$ cat src/rtl/mi3_pkg.sv
// ----------------------------------------------------------------------------
// mi3_pkg: shared types and constants for the 3x3 matrix inverse
// Item layouts for the request, response and front-to-back queue.
// ----------------------------------------------------------------------------
`default_nettype none
package mi3_pkg;

   localparam int ELEM_W = 32;
   localparam int N_ELEM = 9;
   localparam int PROD_W = 64;
   localparam int ADJ_W  = 65;
   localparam int ADJM_W = 64;
   localparam int DET_W  = 97;
   localparam int DETM_W = 96;
   localparam int QUO_W  = 32;
   localparam int REM_W  = 130;

   // cofactor operand indexes: adj = e[a]*e[b] - e[c]*e[d]
   localparam int unsigned ADJ_IDX [0:8][0:3] = '{
      '{4, 8, 5, 7}, '{2, 7, 1, 8}, '{1, 5, 2, 4},
      '{5, 6, 3, 8}, '{0, 8, 2, 6}, '{2, 3, 0, 5},
      '{3, 7, 4, 6}, '{1, 6, 0, 7}, '{0, 4, 1, 3}
   };

   typedef struct packed {
      logic signed [ELEM_W-1:0] m00;
      logic signed [ELEM_W-1:0] m01;
      logic signed [ELEM_W-1:0] m02;
      logic signed [ELEM_W-1:0] m10;
      logic signed [ELEM_W-1:0] m11;
      logic signed [ELEM_W-1:0] m12;
      logic signed [ELEM_W-1:0] m20;
      logic signed [ELEM_W-1:0] m21;
      logic signed [ELEM_W-1:0] m22;
   } mi3_req_type;

   typedef struct packed {
      logic signed [ELEM_W-1:0] inv00;
      logic signed [ELEM_W-1:0] inv01;
      logic signed [ELEM_W-1:0] inv02;
      logic signed [ELEM_W-1:0] inv10;
      logic signed [ELEM_W-1:0] inv11;
      logic signed [ELEM_W-1:0] inv12;
      logic signed [ELEM_W-1:0] inv20;
      logic signed [ELEM_W-1:0] inv21;
      logic signed [ELEM_W-1:0] inv22;
      logic signed [ELEM_W-1:0] determinant;
      logic                     singular;
      logic                     saturated;
   } mi3_rsp_type;

   typedef struct packed {
      logic                           singular;
      logic                           det_neg;
      logic [DETM_W-1:0]              det_mag;
      logic [N_ELEM-1:0]              adj_neg;
      logic [N_ELEM-1:0][ADJM_W-1:0]  adj_mag;
   } mi3_item_type;

endpackage
`default_nettype wire

$ cat src/rtl/mi3_queue.sv
// ----------------------------------------------------------------------------
// mi3_queue: two-entry item queue between front and back
// Push when valid and not full; the user must pop only while not empty, which the queue does not enforce.
// ----------------------------------------------------------------------------
`default_nettype none
module mi3_queue (
   input  logic                  clock,
   input  logic                  reset,
   input  logic                  in_valid,
   input  mi3_pkg::mi3_item_type in_item,
   output logic                  full,
   output logic                  not_empty,
   input  logic                  pop,
   output mi3_pkg::mi3_item_type out_item
);
   import mi3_pkg::*;

   mi3_item_type ent_ff [2];
   logic         wptr_ff, wptr_in;
   logic         rptr_ff, rptr_in;
   logic [1:0]   cnt_ff, cnt_in;
   logic         push;

   assign full      = (cnt_ff == 2'd2);
   assign not_empty = (cnt_ff != 2'd0);
   assign push      = in_valid && !full;
   assign out_item  = ent_ff[rptr_ff];

   always_comb begin
      wptr_in = wptr_ff ^ push;
      rptr_in = rptr_ff ^ pop;
      cnt_in  = cnt_ff + {1'b0, push} - {1'b0, pop};
   end

   always_ff @(posedge clock) begin
      if (reset) begin
         wptr_ff <= 1'b0;
         rptr_ff <= 1'b0;
         cnt_ff  <= 2'd0;
      end else begin
         wptr_ff <= wptr_in;
         rptr_ff <= rptr_in;
         cnt_ff  <= cnt_in;
      end
   end

   always_ff @(posedge clock) begin
      if (push) begin
         ent_ff[wptr_ff] <= in_item;
      end
   end

endmodule
`default_nettype wire

$ cat config.mk
export PLATFORM = sky130hd
export DESIGN_NAME = mi3_queue
export DESIGN_NICKNAME = d
export VERILOG_FILES = /design/src/rtl/mi3_pkg.sv /design/src/rtl/mi3_queue.sv
export SDC_FILE = /design/constraint.sdc
export NUM_CORES = 1
export LEC_CHECK = 0
export ABC_CLOCK_PERIOD_IN_PS = 18900
export BUFFER_PORTS_ARGS = -buffer_cell sky130_fd_sc_hd__buf_4
export CELL_PAD_IN_SITES_DETAIL_PLACEMENT = 1
export CELL_PAD_IN_SITES_GLOBAL_PLACEMENT = 2
export CORE_AREA = 5 5 529 531
export DETAILED_ROUTE_END_ITERATION = 10
export DIE_AREA = 0 0 534 536
export PLACE_DENSITY_LB_ADDON = 0.1
export RECOVER_POWER = 50
export SLEW_MARGIN = 20
export SYNTH_ARGS = -nofsm -noshare
export SYNTH_HDL_FRONTEND = slang
export SYNTH_SLANG_ARGS = --single-unit
$ cat constraint.sdc
create_clock -name clock -period 18.9 [get_ports clock]
set_input_delay 2.835 -clock clock [delete_from_list [all_inputs] [get_ports clock]]
set_output_delay 2.835 -clock clock [all_outputs]
set_load 0.01 [all_outputs]
==> impl.org, run 1 <==
** Worst setup path
- Data arrives at the worst endpoint at around 9300 ps.
- Setup CP Type :: in -> reg
- Logic depth of the worst setup path including buffers :: 7
- The slowest stage of the critical path is the ha_1 cell.
- Counting cells, the worst reg-to-reg path comes to 7.
- For this run, the slowest stage of the critical path takes 1990 ps.
- Worst Path Required :: 19320 ps
- The number of buffers and inverters on the critical path is 5.
- The worst setup path is captured at a register.
- CP Launch Type :: primary input
- The signal on the critical path passes through clkbuf_1 -> and2_0 -> ha_1 -> clkbuf_1 -> buf_4 -> buf_12 -> buf_4.
- The kind of cell with the highest combined delay along the critical path is buffers and inverters.
- Worst-path fanout max :: 110

** Global route
- Remaining Overflow, GRT :: 0
- Number of global-route vias before repair :: 29400
- Wire length of the first global-routing pass :: about 260 mm
- Entering global routing, the biggest net connects approximately 140 pins.
- Across every metal layer, demand over resource in global routing totals between 10% and 20%.
- The number of antenna violations at the first check in global routing was roughly 150.

** Place
- Summed over all nets, the half-perimeter wirelength after detailed placement is 153 mm.
- RePlAce Congestion :: between 0.7 and 0.8
- Buffers placed on the I/O ports in this run total 1371.

** STA
- Setup total negative slack :: 0 ps
- The worst path uses between 40% and 50% of the clock period.
- Counting I/O delays and the setup requirement, the final critical path takes about 8800 ps.
- Derived from the worst setup path, the maximum achievable clock frequency is 113 MHz.
- Setup repair after global routing left no endpoint under its margin.
- Worst Clk Skew :: 49.3 ps
- Max-slew violations :: 278
- Final setup violation count :: 0
- Hold Violations, Final :: 0
- For the pin with the worst max-slew slack, the measured transition is ~3400 ps.
- Hold timing on the final database bottoms out at a slack of 569 ps.
- Worst relative slew slack :: -125%

** Pwr
- Leakage power :: ~0.024 uW
- Power Density :: around 130 nW/um^2
- The worst-case IR drop observed on VDD is 0.0674 mV.

** Clocking
- The number of setup buffers added after CTS is 0.
- Buffer cell driving the clock tree root :: clkbuf_16
- In this run the number of H-tree levels came out at 4.
- After clock tree synthesis, the flow added hold-fix buffers numbering 0.
- Clk sinks :: between 1000 and 1500
- Number of gates resized after CTS :: 0
- CTS tree :: yes
- Clk buf depth :: 4
- Total clock buffers created by CTS :: 180
- After clock tree synthesis, the clock-pin slew on the worst setup and hold paths is 50 ps.
- Insertion delay to the later sink of the worst-skew pair :: 800 ps

** Min path
- Count of cells along the worst hold path :: 3
- In this run the worst hold path is classified as reg -> reg.

** Yosys
- Sorting the synthesized cells by area gives the leading types as edfxtp_1, mux2_2, buf_6.
- The largest total area in the synthesized netlist belongs to edfxtp_1.
- Net count after synthesis :: 2837
- After synthesis the cells add up to 49800 sq um.
- After Yosys synthesis, full adders, half adders and majority gates account for 0.100% of the synthesized area.
- Parity-gate share of the synthesized area counting xor and xnor cells :: 0.0628%
- Share of synthesized area spent on multiplexers :: about 15%
- Simple logic cell fraction of the synthesized area :: less than 1%
- Area fraction of the dominant cell type after synthesis :: 82.3%
- Of the synthesized area, sequential elements account for 82.5%.
- By area, the combinational part of the netlist is dominated by multiplexers.
- Area fraction in compound gates after synthesis :: 0%
- Number of cells produced by synthesis :: 2146
- Cell variety after synth :: 16
- Counting flops and latches in the post-synthesis netlist gives between 1000 and 1500.
- Warnings, synthesis :: 0
- Mean instance size in the synthesized netlist :: 23.2 sq um

** Drt
- Total length of routed wires :: 203 mm
- Detailed routing inserted a total of approximately 27000 vias.
- Detailed Route Iter0 Violations :: 1168
- Average detailed-routed wire length per instance :: between 20 and 30 um
- Via density per instance :: 3.63
- Post-route DRC violation count :: 0
- First-pass detailed-route iteration total :: 4
- In this run the remaining antenna-violating nets after routing total 0.

** Cells and area
- Cells with a size suffix above 1 make up 54.1% of the layout.
- Counting the fill cells in the layout gives 29000.
- Across the whole layout, storage elements account for between 40000 and 50000 sq um.
- After the last flow step, the layout net total stands at 4346.
- In the final layout, the multi-input gates occupy slightly below 8000 sq um.
- Area delta synth->final :: 37.4%

** Outcome
- Violated checks :: capacitance limit, slew limit
- The run finished, with violations left.

** Floorplanning
- Once the floorplan was initialized, standard cells occupied 18.1% of the core.
- 1372 I/O pins were placed.
- Overall die area :: ~290000 sq um
- Placement row count :: approximately 190
- The floorplan step set the die width to 534 um.
- In this run the standard cell core region covers about 280000 sq um.
- The die is 536 um tall.

** Job
- Max Cap Violations :: 6
-- state kept, by name (all words and copies together) (netlist names) --
name / cells
wptr_ff: 1
rptr_ff: 1
cnt_ff: 2
ent_ff: 1366
-- synth_stat cells --
| master | number |
|---|---|
| and2_1 | 1 |
| buf_2 | 2 |
| buf_6 | 44 |
| clkbuf_8 | 30 |
| dfxtp_1 | 4 |
| edfxtp_1 | 1366 |
| ha_1 | 4 |
| inv_1 | 3 |
| mux2_2 | 683 |
| nand2_1 | 1 |
| nand2b_1 | 1 |
| nor2_1 | 3 |
| nor2b_1 | 1 |
| or2_2 | 1 |
| xnor2_1 | 1 |
| xnor3_1 | 1 |
-- metal layers --
layer	global-route usage (%)	up-vias	part of all wire (%)
met5	0	-	0.30
met4	3.78	94	3.0
met3	7.60	470	12
met2	24.1	1182	51
met1	13.5	13500	34
li1	-	11800	-
-- worst paths after layout --
check	end	startpoint	slack, ps
max reg2reg	ent_ff[0][219]	cnt_ff[0]	11650
max	ent_ff[0][219]	in_valid	10060
min reg2reg	wptr_ff	wptr_ff	570
min	wptr_ff	wptr_ff	570
-- area by class of cell --
type / instances / share of cell area, %
Tap cell: 3607 / 6.59
Antenna cell: 41 / 0.150
Inverter: 3 / 0.0164
Timing Repair Buffer: 1403 / 14.1
Clock buffer: 232 / 6.92
Clock inverter: 78 / 0.811
Multi-Input combinational cell: 697 / 11.4
Sequential cell: 1370 / 60.0
-- metrics by stage --
| stage | utilization [%] | power (uW) | setup WS (ps) | instance area [sq um] | std cells |
|---|---|---|---|---|---|
| 3_5_place_dp | 23.3 | 5850 | 11490 | 64100 | 7080 |
| 3_3_place_gp | 23.3 | 5850 | 11540 | 64100 | 7080 |
| 2_1_floorplan | - | 5180 | -747 | 49800 | 2146 |
| 4_1_cts | 25.2 | 9080 | 10930 | 69400 | 7390 |
| 5_1_grt | 24.9 | 9270 | 9390 | 68400 | 7399 |
| 6_report | 24.9 | 8810 | 10060 | 68500 | 7431 |
-- kinds of logic (layout without fill, tap and decap cells) --
family	Yosys count	count (layout)
flip-flops	1370	1370
adder cells (fa/ha/maj)	4	4
XOR/XNOR	2	2
other	0	41
multiplexers	683	683
AND/OR/NAND/NOR	8	8
buffers and inverters	79	1716
-- layout by cell type, fill, tap and decap left out, types with 3 or more instances in the layout --
cell and count:
inv_1 3, clkbuf_1 304, clkinv_8 5, buf_4 709, bufinv_16 6, buf_12 5, clkinv_1 45, ha_1 4
clkinvlp_4 3, clkbuf_4 434, mux2_2 683, dfxtp_1 3, diode_2 41, clkinv_2 17, edfxtp_1 1366, nor2_1 3
clkbuf_16 182
-- worst register-to-register path, delay by kind of cell (launching register included) --
kind	cells	cell delay, ps
DFF	1	350
buffers and inverters	4	4080
and+or+nand+nor	2	380
adders and majority gates	1	1990
-- power breakdown --
part | switching (uW) | leakage, uW | internal, uW
combinational | 968 | 0.00839 | 684
sequential | 112 | 0.0128 | 3910
clock | 1290 | 0.00257 | 1840
No activity file was read; power rests on OpenSTA's default activity.
==> run 2, diff against run 1 <==
--- a/config.mk
+++ b/config.mk
@@ -5,7 +5,7 @@
 export SDC_FILE = /design/constraint.sdc
 export NUM_CORES = 1
 export LEC_CHECK = 0
-export ABC_CLOCK_PERIOD_IN_PS = 18900
+export ABC_CLOCK_PERIOD_IN_PS = 7600
 export BUFFER_PORTS_ARGS = -buffer_cell sky130_fd_sc_hd__buf_4
 export CELL_PAD_IN_SITES_DETAIL_PLACEMENT = 1
 export CELL_PAD_IN_SITES_GLOBAL_PLACEMENT = 2
==> constraint.sdc (replaced) <==
create_clock -name clock -period 7.6 [get_ports clock]
set_input_delay 1.14 -clock clock [delete_from_list [all_inputs] [get_ports clock]]
set_output_delay 1.14 -clock clock [all_outputs]
set_load 0.01 [all_outputs]
==> run 2 against run 1 <==
  * Global-route usage grew 0.32 points
  * Sequential cell count did not move
  * First-iteration DRC count grew 19%
  * Sequential share of layout area decreased by 0.098 points
  * The run still ends with capacitance limit, slew limit left
  * Largest power group unchanged
  * Largest cell class unchanged
==> impl.org, run 2 (synthesis gave the netlist of run 1 again) <==
** Cells and area
- The library cell used most frequently in the layout, excluding fill and tap cells, is edfxtp_1.
- The flip-flop count of the largest register after layout was 1366 (unchanged).
- Layout cells sized above 1 :: 54.4% (+0.23 points)
- Largest register by flop count :: ent_ff
- The largest registers in the layout are ent_ff x1366, cnt_ff x2.
- The layout filler cell count was 29000 (+0.16%).
- The total non-filler cell area in the finished layout came to 68600 sq um (+0.15%).
- The post-layout utilization of the core came to 24.9% (+0.038 points).
- FF+latch area :: 41100 sq um (about the same)
- Area delta synth->final :: 37.6%
- The top cell types in the final layout, fill and taps aside, are edfxtp_1, buf_4, mux2_2.
- # nets final :: 4345 (-0.023%)
- Combined area of the multi-input logic cells :: 7810 sq um (unchanged)

** Floorplanning
- Floorplan core area :: 275000 sq um (unchanged)
- The die area was 286000 sq um (unchanged).
- The starting density of the core came to 18.1% (unchanged).
- The height of the die is 536 um (unchanged).
- The die outline width was 534 um (unchanged).
- Placement row count :: 193 (unchanged)
- The number of ports placed on the die boundary was 1372 (unchanged).

** Global route
- The largest net degree at the start of global routing came to 138 (+2.2%).
- Tot GR Track Use :: 13.8% (+0.32 points)
- The final global-route overflow total was 0 (unchanged).
- Wire length of the first global-routing pass :: 270 mm (+2.1%)
- Number of antenna violations at the first check in global routing :: 154 (+1.3%)
- The via count of the first global-routing pass is 28900 (-1.5%).

** Drt
- First-pass detailed-route iteration total :: 4 (unchanged)
- The ratio of routed vias to standard cells came to 3.67 (+1.1%).
- The mean routed wirelength per cell was 28.1 um (+2.7%).
- The number of remaining DRC errors came to 0 (unchanged).
- The total detailed-routing wirelength is 208 mm (+2.6%).
- Detailed Route Iter0 Violations :: 1395 (+19%)
- The total number of vias came to 27300 (+0.92%).
- Number of nets with antenna violations after routing :: 0 (unchanged)

** Place
- Number of port buffers :: 1371 (unchanged)
- Detailed Place HPWL :: 156 mm (+1.5%)
- The global placer's final weighted congestion is 0.771 (-1.8%).
- The post-place instance area came to 64200 sq um (+0.20%).

** Pwr
- The fraction of power consumed by sequential logic is 45.3% (-0.4 points).
- The cell area power density is 321 nW/um^2 (+150%).
- Highest ir drop seen on vdd :: 0.168 mV (+150%)
- Net Sw Power :: 6050 uW (+160%)
- The clock network power share is 35.5% (about the same).
- The proportion of total power due to net switching was 27.5% (+0.60 points).
- The internal power was 15900 uW (+150%).
- The static leakage power was 0.0238 uW (+0.24%).
- The fraction of power consumed by combinational cells is 19.2% (+0.4 points).

** STA
- Final setup violation count :: 0 (unchanged)
- The max-slew headroom at the worst pin is -107% (+18 points).
- Post-route clock period utilization :: 74.2%
- The minimum hold slack is 484 ps (-84.7 ps).
- Transition time at the pin with the least slew margin :: 3110 ps (-273 ps)
- The worst path needs between 5000 and 6000 ps of the cycle, external delays included.
- The maximum clock skew at final layout was 46.5 ps (-2.81 ps).
- Based on the critical path, the design can be clocked at up to 177 MHz.
- Setup repair after global routing left no endpoint under its margin.
- The count of pins over their slew limit came to 286 (+2.9%).
- The hold violation total from the final report was 0 (unchanged).

** Worst setup path
- Setup CP Type :: reg -> out
- The data arrival time of the critical path came to 4500 ps (-4770 ps).
- Crit path capture type :: output pin
- CP Launch Type :: register
- The highest net fanout along the worst path came to 110 (unchanged).
- The required time of the critical path came to 6460 ps (-12860 ps).

** Min path
- The worst hold path belongs to the class in -> reg.

** Clocking
- The total number of H-tree levels came to 4 (unchanged).
- Clk buf depth :: 4 (unchanged)
- Buffer cell driving the clock tree root :: clkbuf_16
- CTS tree :: yes
- Post-CTS setup buffers :: 0 (unchanged)
- The number of clock buffers inserted by TritonCTS was 180 (unchanged).
- The later-pin clock latency in the skew report was 860 ps (+60 ps).
- Clk slew on worst S/H paths :: 60 ps (about the same)
- The clock net sink count came to 1370 (unchanged).
- The number of buffers inserted for hold repair after clock tree synthesis is 0 (unchanged).
- Number of gates resized after CTS :: 0 (unchanged)

** Outcome
- Result of the run :: complete, but fails checks
- Violated checks :: capacitance limit, slew limit

** Job
- Max Cap Violations :: 5 (-1)
[run 2: cell types whose count changed in the layout (fill, tap and decap cells not counted), moves of 5 or more]
cell      delta
buf_12       +9
clkinv_1     -9
diode_2      -9
buf_4        -8
clkbuf_4     +8
clkinv_2     -5
inv_6        +5
[run 2: final cells by class]
cell class	count	area share (%)
Antenna cell	32	0.117
Timing Repair Buffer	1402	14.3
Multi-Input combinational cell	697	11.4
Clock buffer	242	6.94
Tap cell	3607	6.58
Sequential cell	1370	59.9
Clock inverter	68	0.766
Inverter	3	0.0164
[run 2: power groups by stage]
| stage | combinational, uW | sequential (uW) | clock [uW] |
|---|---|---|---|
| 2_1_floorplan | 1860 | 10500 | 0 |
| 3_3_place_gp | 4510 | 10100 | 0 |
| 3_5_place_dp | 4500 | 10100 | 0 |
| 4_1_cts | 4520 | 9970 | 8220 |
| 5_1_grt | 4550 | 10000 | 8560 |
| 6_report | 4230 | 9970 | 7810 |
[run 2: worst paths after layout]
check               from             to  slack (ps)  cells past startpoint
min reg2reg      wptr_ff        wptr_ff         570                      3
min          in_item[36]  ent_ff[1][36]         480                      1
max reg2reg    cnt_ff[0]  ent_ff[1][22]        2480                      4
max              rptr_ff  out_item[303]        1960                      4
[run 2: per-stage QoR]
stage / setup slack (ps) / total power, uW / cells / setup TNS (ps)
final: 1960 / 22000 / 7421 / 0
after CTS: 2710 / 22700 / 7389 / 0
after global routing: 1620 / 23200 / 7399 / 0
after detailed placement: 3670 / 14600 / 7079 / 0
after floorplan: -2770 / 12400 / 2146 / -3779730
after global placement: 3680 / 14600 / 7079 / 0
[run 2: worst max-delay path: stages (launching register included)]
cell and delay (ps):
dfxtp_1 1650, buf_12 440, buf_4 630, mux2_2 410, buf_4 150
[run 2: routing by layer]
| metal | global-route usage [%] | wire length (um) | part of all wire, % |
|---|---|---|---|
| met1 | 14.5 | 73800 | 35 |
| met2 | 25.0 | 107000 | 51 |
| met3 | 6.81 | 21800 | 10 |
| met4 | 2.78 | 5040 | 2.4 |
| met5 | 0 | 575 | 0.28 |
==> run 3, diff against run 2 <==
--- a/config.mk
+++ b/config.mk
@@ -5,13 +5,14 @@
 export SDC_FILE = /design/constraint.sdc
 export NUM_CORES = 1
 export LEC_CHECK = 0
-export ABC_CLOCK_PERIOD_IN_PS = 7600
+export ABC_AREA = 1
+export ABC_CLOCK_PERIOD_IN_PS = 5700
 export BUFFER_PORTS_ARGS = -buffer_cell sky130_fd_sc_hd__buf_4
 export CELL_PAD_IN_SITES_DETAIL_PLACEMENT = 1
 export CELL_PAD_IN_SITES_GLOBAL_PLACEMENT = 2
-export CORE_AREA = 5 5 529 531
+export CORE_AREA = 5 5 538 540
 export DETAILED_ROUTE_END_ITERATION = 10
-export DIE_AREA = 0 0 534 536
+export DIE_AREA = 0 0 543 545
 export PLACE_DENSITY_LB_ADDON = 0.1
 export RECOVER_POWER = 50
 export SLEW_MARGIN = 20
==> constraint.sdc (replaced) <==
create_clock -name clock -period 5.7 [get_ports clock]
set_input_delay 0.855 -clock clock [delete_from_list [all_inputs] [get_ports clock]]
set_output_delay 0.855 -clock clock [all_outputs]
set_load 0.01 [all_outputs]
==> run 3 against run 2 <==
  * The flow still finishes with violations (capacitance limit, slew limit)
  * Area after synthesis hardly changed
  * Die area grew 3.4%
  * Power up 27%
  * Non-clock buffer count increased by 23
  * First-iteration DRC count decreased by 12%
  * Final cell count increased by 3.0%
  * Cell area rose by 1.1%
  * Setup slack lost 440 ps
  * Worst hold slack got worse by 280 ps
  * Largest cell class unchanged
==> impl.org, run 3 <==
** STA
- Setup repair after global routing left no endpoint under its margin.
- The max-slew headroom at the worst pin came to -96.3% (+11 points).
- Dividing the final minimum period by the clock period gives 73.3%.
- The number of setup violations in the final report came to 0 (unchanged).
- The minimum hold slack came to 208 ps (-276 ps).
- Worst Clk Skew :: 37.7 ps (-8.73 ps)
- The count of pins over their slew limit is 261 (-8.7%).
- Maximum operating frequency :: 239 MHz
- The hold violation total from the final report was 0 (unchanged).
- Transition time at the pin with the least slew margin :: 2940 ps (-164 ps)
- The worst path in the final design needs a cycle of 4180 ps, including I/O delays and setup.

** Clocking
- The buffer levels on the longest clock path came to 4 (unchanged).
- Max H-tree Level :: 4 (unchanged)
- The tree is rooted in a clkbuf_16.
- The clock net sink count is 1370 (unchanged).
- Post-CTS setup buffers :: 0 (unchanged)
- The clock-pin slew of the registers on the worst-case setup and hold paths is 60 ps (about the same).
- Hold_buf cts :: 0 (unchanged)
- CTS tree :: yes
- Total clock buffers created by CTS :: 179 (-0.56%)
- Insertion delay to the later sink of the worst-skew pair :: 850 ps (about the same)
- The quantity of gates resized following cts came to 0 (unchanged).

** Cells and area
- From synthesis to final layout, the design area changed by 39.2%.
- Most common cell after layout, fill and taps aside :: edfxtp_1
- Count of filler cells inserted in the layout :: 30200 (+4.2%)
- Max reg flops :: 1366 (unchanged)
- The share of post-route cells with drive strength above 1 was 54.3% (about the same).
- # nets final :: 4375 (+0.69%)
- More flip-flops sit in one register than any other, and that register is ent_ff.
- Registers with the highest flip-flop counts :: ent_ff x1366, cnt_ff x2
- In the layout the commonest cells are edfxtp_1, buf_4, mux2_2.
- Post-Route Utilization :: 24.4% (-0.51 points)

** Drt
- Signal routing reaches up to met5.
- The wire length on met2 was 102 mm (-4.7%).
- Total length of routed wires :: 205 mm (-1.5%)
- The number of remaining DRC errors is 0 (unchanged).
- Average detailed-routed wire length per instance :: 26.8 um (-4.3%)
- The number of iterations in the first detailed-routing pass was 4 (unchanged).
- Detailed-route via count :: 27400 (+0.36%)
- Wire length the detailed router placed on met1 :: 70.3 mm (-4.8%)
- Via density per instance :: 3.58 (-2.5%)
- The number of DRC markers after the initial detailed-route iteration is 1227 (-12%).
- The detailed route wirelength on metal3 was 25.9 mm (+19%).
- Number of nets with antenna violations after routing :: 0 (unchanged)

** Floorplanning
- Die Ht :: 545 um (+1.7%)
- The number of ports placed on the die boundary is 1372 (unchanged).
- Horizontal die dimension :: 543 um (+1.7%)
- The die area was 296000 sq um (+3.4%).
- The starting density of the core came to 17.6% (-0.57 points).
- Floorplan core area :: 284000 sq um (+3.2%)
- The total number of placement rows was 196 (+1.6%).

** Worst setup path
- Kind of cell with the highest combined delay on the critical path :: buffers and inverters
- Crit path capture type :: register
- Longest individual stage delay on the worst path :: 1560 ps (-90 ps)
- Cell breakdown of the critical path :: inv_1 -> o21ai_0 -> clkinv_1 -> ha_1 -> clkbuf_2
- Buffering stage count on the worst path with inverters included :: 3 (unchanged)
- Worst Path Required :: 6080 ps (-380 ps)
- Among all stages on the critical path, the largest delay is contributed by clkbuf_2.
- Setup CP Type :: reg -> reg
- CP Launch Type :: register
- The data arrival time of the critical path was 4560 ps (+60 ps).
- The highest net fanout along the worst path came to 61 (-45%).

** Yosys
- The net count after synthesis is 2845 (+0.28%).
- Ranking of synthesized cells by instance count :: edfxtp_1, mux2_2, buf_6
- The top-area cell type share of the netlist area came to 82.3% (about the same).
- The summed instance area of the synthesized netlist is 49800 sq um (about the same).
- Number of flops mapped to enable cells by yosys :: 1366 (unchanged)
- Most frequently used cell type in the post-synthesis netlist :: edfxtp_1
- The instance count of the mapped netlist came to 2154 (+0.37%).
- The number of warnings printed during yosys synthesis is 0 (unchanged).
- The async set or reset register ratio after synthesis is 0% (unchanged).
- The flip-flop and latch count after synthesis is 1370 (unchanged).
- After synthesis, the cell types taking the most area are edfxtp_1, mux2_2, buf_6.
- edfxtp_1 takes more of the synthesized area than any other cell.
- The most used flip-flop cell after synthesis is edfxtp_1.
- Cell variety after synth :: 15 (-1)
- The sequential cell area fraction in the yosys report was 82.4% (about the same).
- The average instance area after synthesis came to 23.1 sq um (-0.36%).

** Pwr
- Power Density :: 401 nW/um^2 (+25%)
- The static leakage power was 0.0241 uW (+1.2%).
- The overall power after layout is 27800 uW (+27%).
- The peak supply drop is 0.223 mV (+33%).

** Global route
- The final global-route overflow total was 0 (unchanged).
- Tot GR Track Use :: 13.2% (-0.64 points)
- Wire length of the first global-routing pass :: 266 mm (-1.6%)
- Largest net degree at the start of global routing :: 100 (-28%)
- The via count of the first global-routing pass came to 29500 (+2.1%).
- The number of antenna violations at the first check in global routing is 179 (+16%).

** Place
- RePlAce Congestion :: 0.746 (-3.2%)
- Detailed Place HPWL :: 155 mm (-0.42%)
- The count of input and output buffers was 1371 (unchanged).

** Outcome
- Violated checks :: capacitance limit, slew limit
- Result of the run :: complete, but fails checks

** Job
- The number of max-capacitance violations reported was 5 (unchanged).

** Min path
- The path class of the tightest hold or removal check is in -> reg.
run 3: path summary, 6_finish.rpt:
| path | start | cells after the start | slack, ps | to |
|---|---|---|---|---|
| max reg2reg | cnt_ff[1] | 5 | 1520 | ent_ff[1][175] |
| max | cnt_ff[1] | 5 | 1520 | ent_ff[1][175] |
| min | in_item[231] | 1 | 210 | ent_ff[1][231] |
| min reg2reg | wptr_ff | 3 | 550 | wptr_ff |
run 3: layout make-up:
cell class	instances	area (sq um)	area share (%)
antenna	47	118	0.170
clock buffer	215	4640	6.68
clock inverter	113	1060	1.52
inverter	8	30.0	0.0433
multi-input combinational	700	7800	11.2
sequential	1370	41100	59.3
tap	3762	4710	6.79
timing repair buffer	1425	9920	14.3
run 3: report_power, final:
part	switching, uW	leakage [uW]	total (uW)	internal [uW]
sequential	206	0.0128	12500	12300
combinational	2420	0.00851	4240	1830
clock	4490	0.00279	11100	6610
total	7120	0.0241	27800	20700
run 3: through the flow:
stage          setup WS [ps]  setup TNS, ps  instances  area, sq um
5_1_grt                  976              0       7610        69300
6_report                1520              0       7640        69400
2_1_floorplan           -632        -862650       2154        49900
4_1_cts                 1700              0       7593        70300
3_5_place_dp            2600              0       7265        64700
3_3_place_gp            2620              0       7265        64700
run 3: layer usage:
metal / global-route usage, % / vias to the layer above
met2: 22.6 / 1208
li1: - / 11800
met3: 7.95 / 509
met4: 4.60 / 118
met5: 0 / -
met1: 13.2 / 13700
run 3: kinds of logic after synthesis:
| family | synth area share, % |
|---|---|
| and+or+nand+nor | 0.0828 |
| muxes | 15.4 |
| DFF | 82.4 |
| AOI/OAI and AO/OA | 0.0201 |
| adders and majority gates | 0.100 |
| xor gates and xnor gates | 0.0176 |
| buffers and inverters | 1.90 |
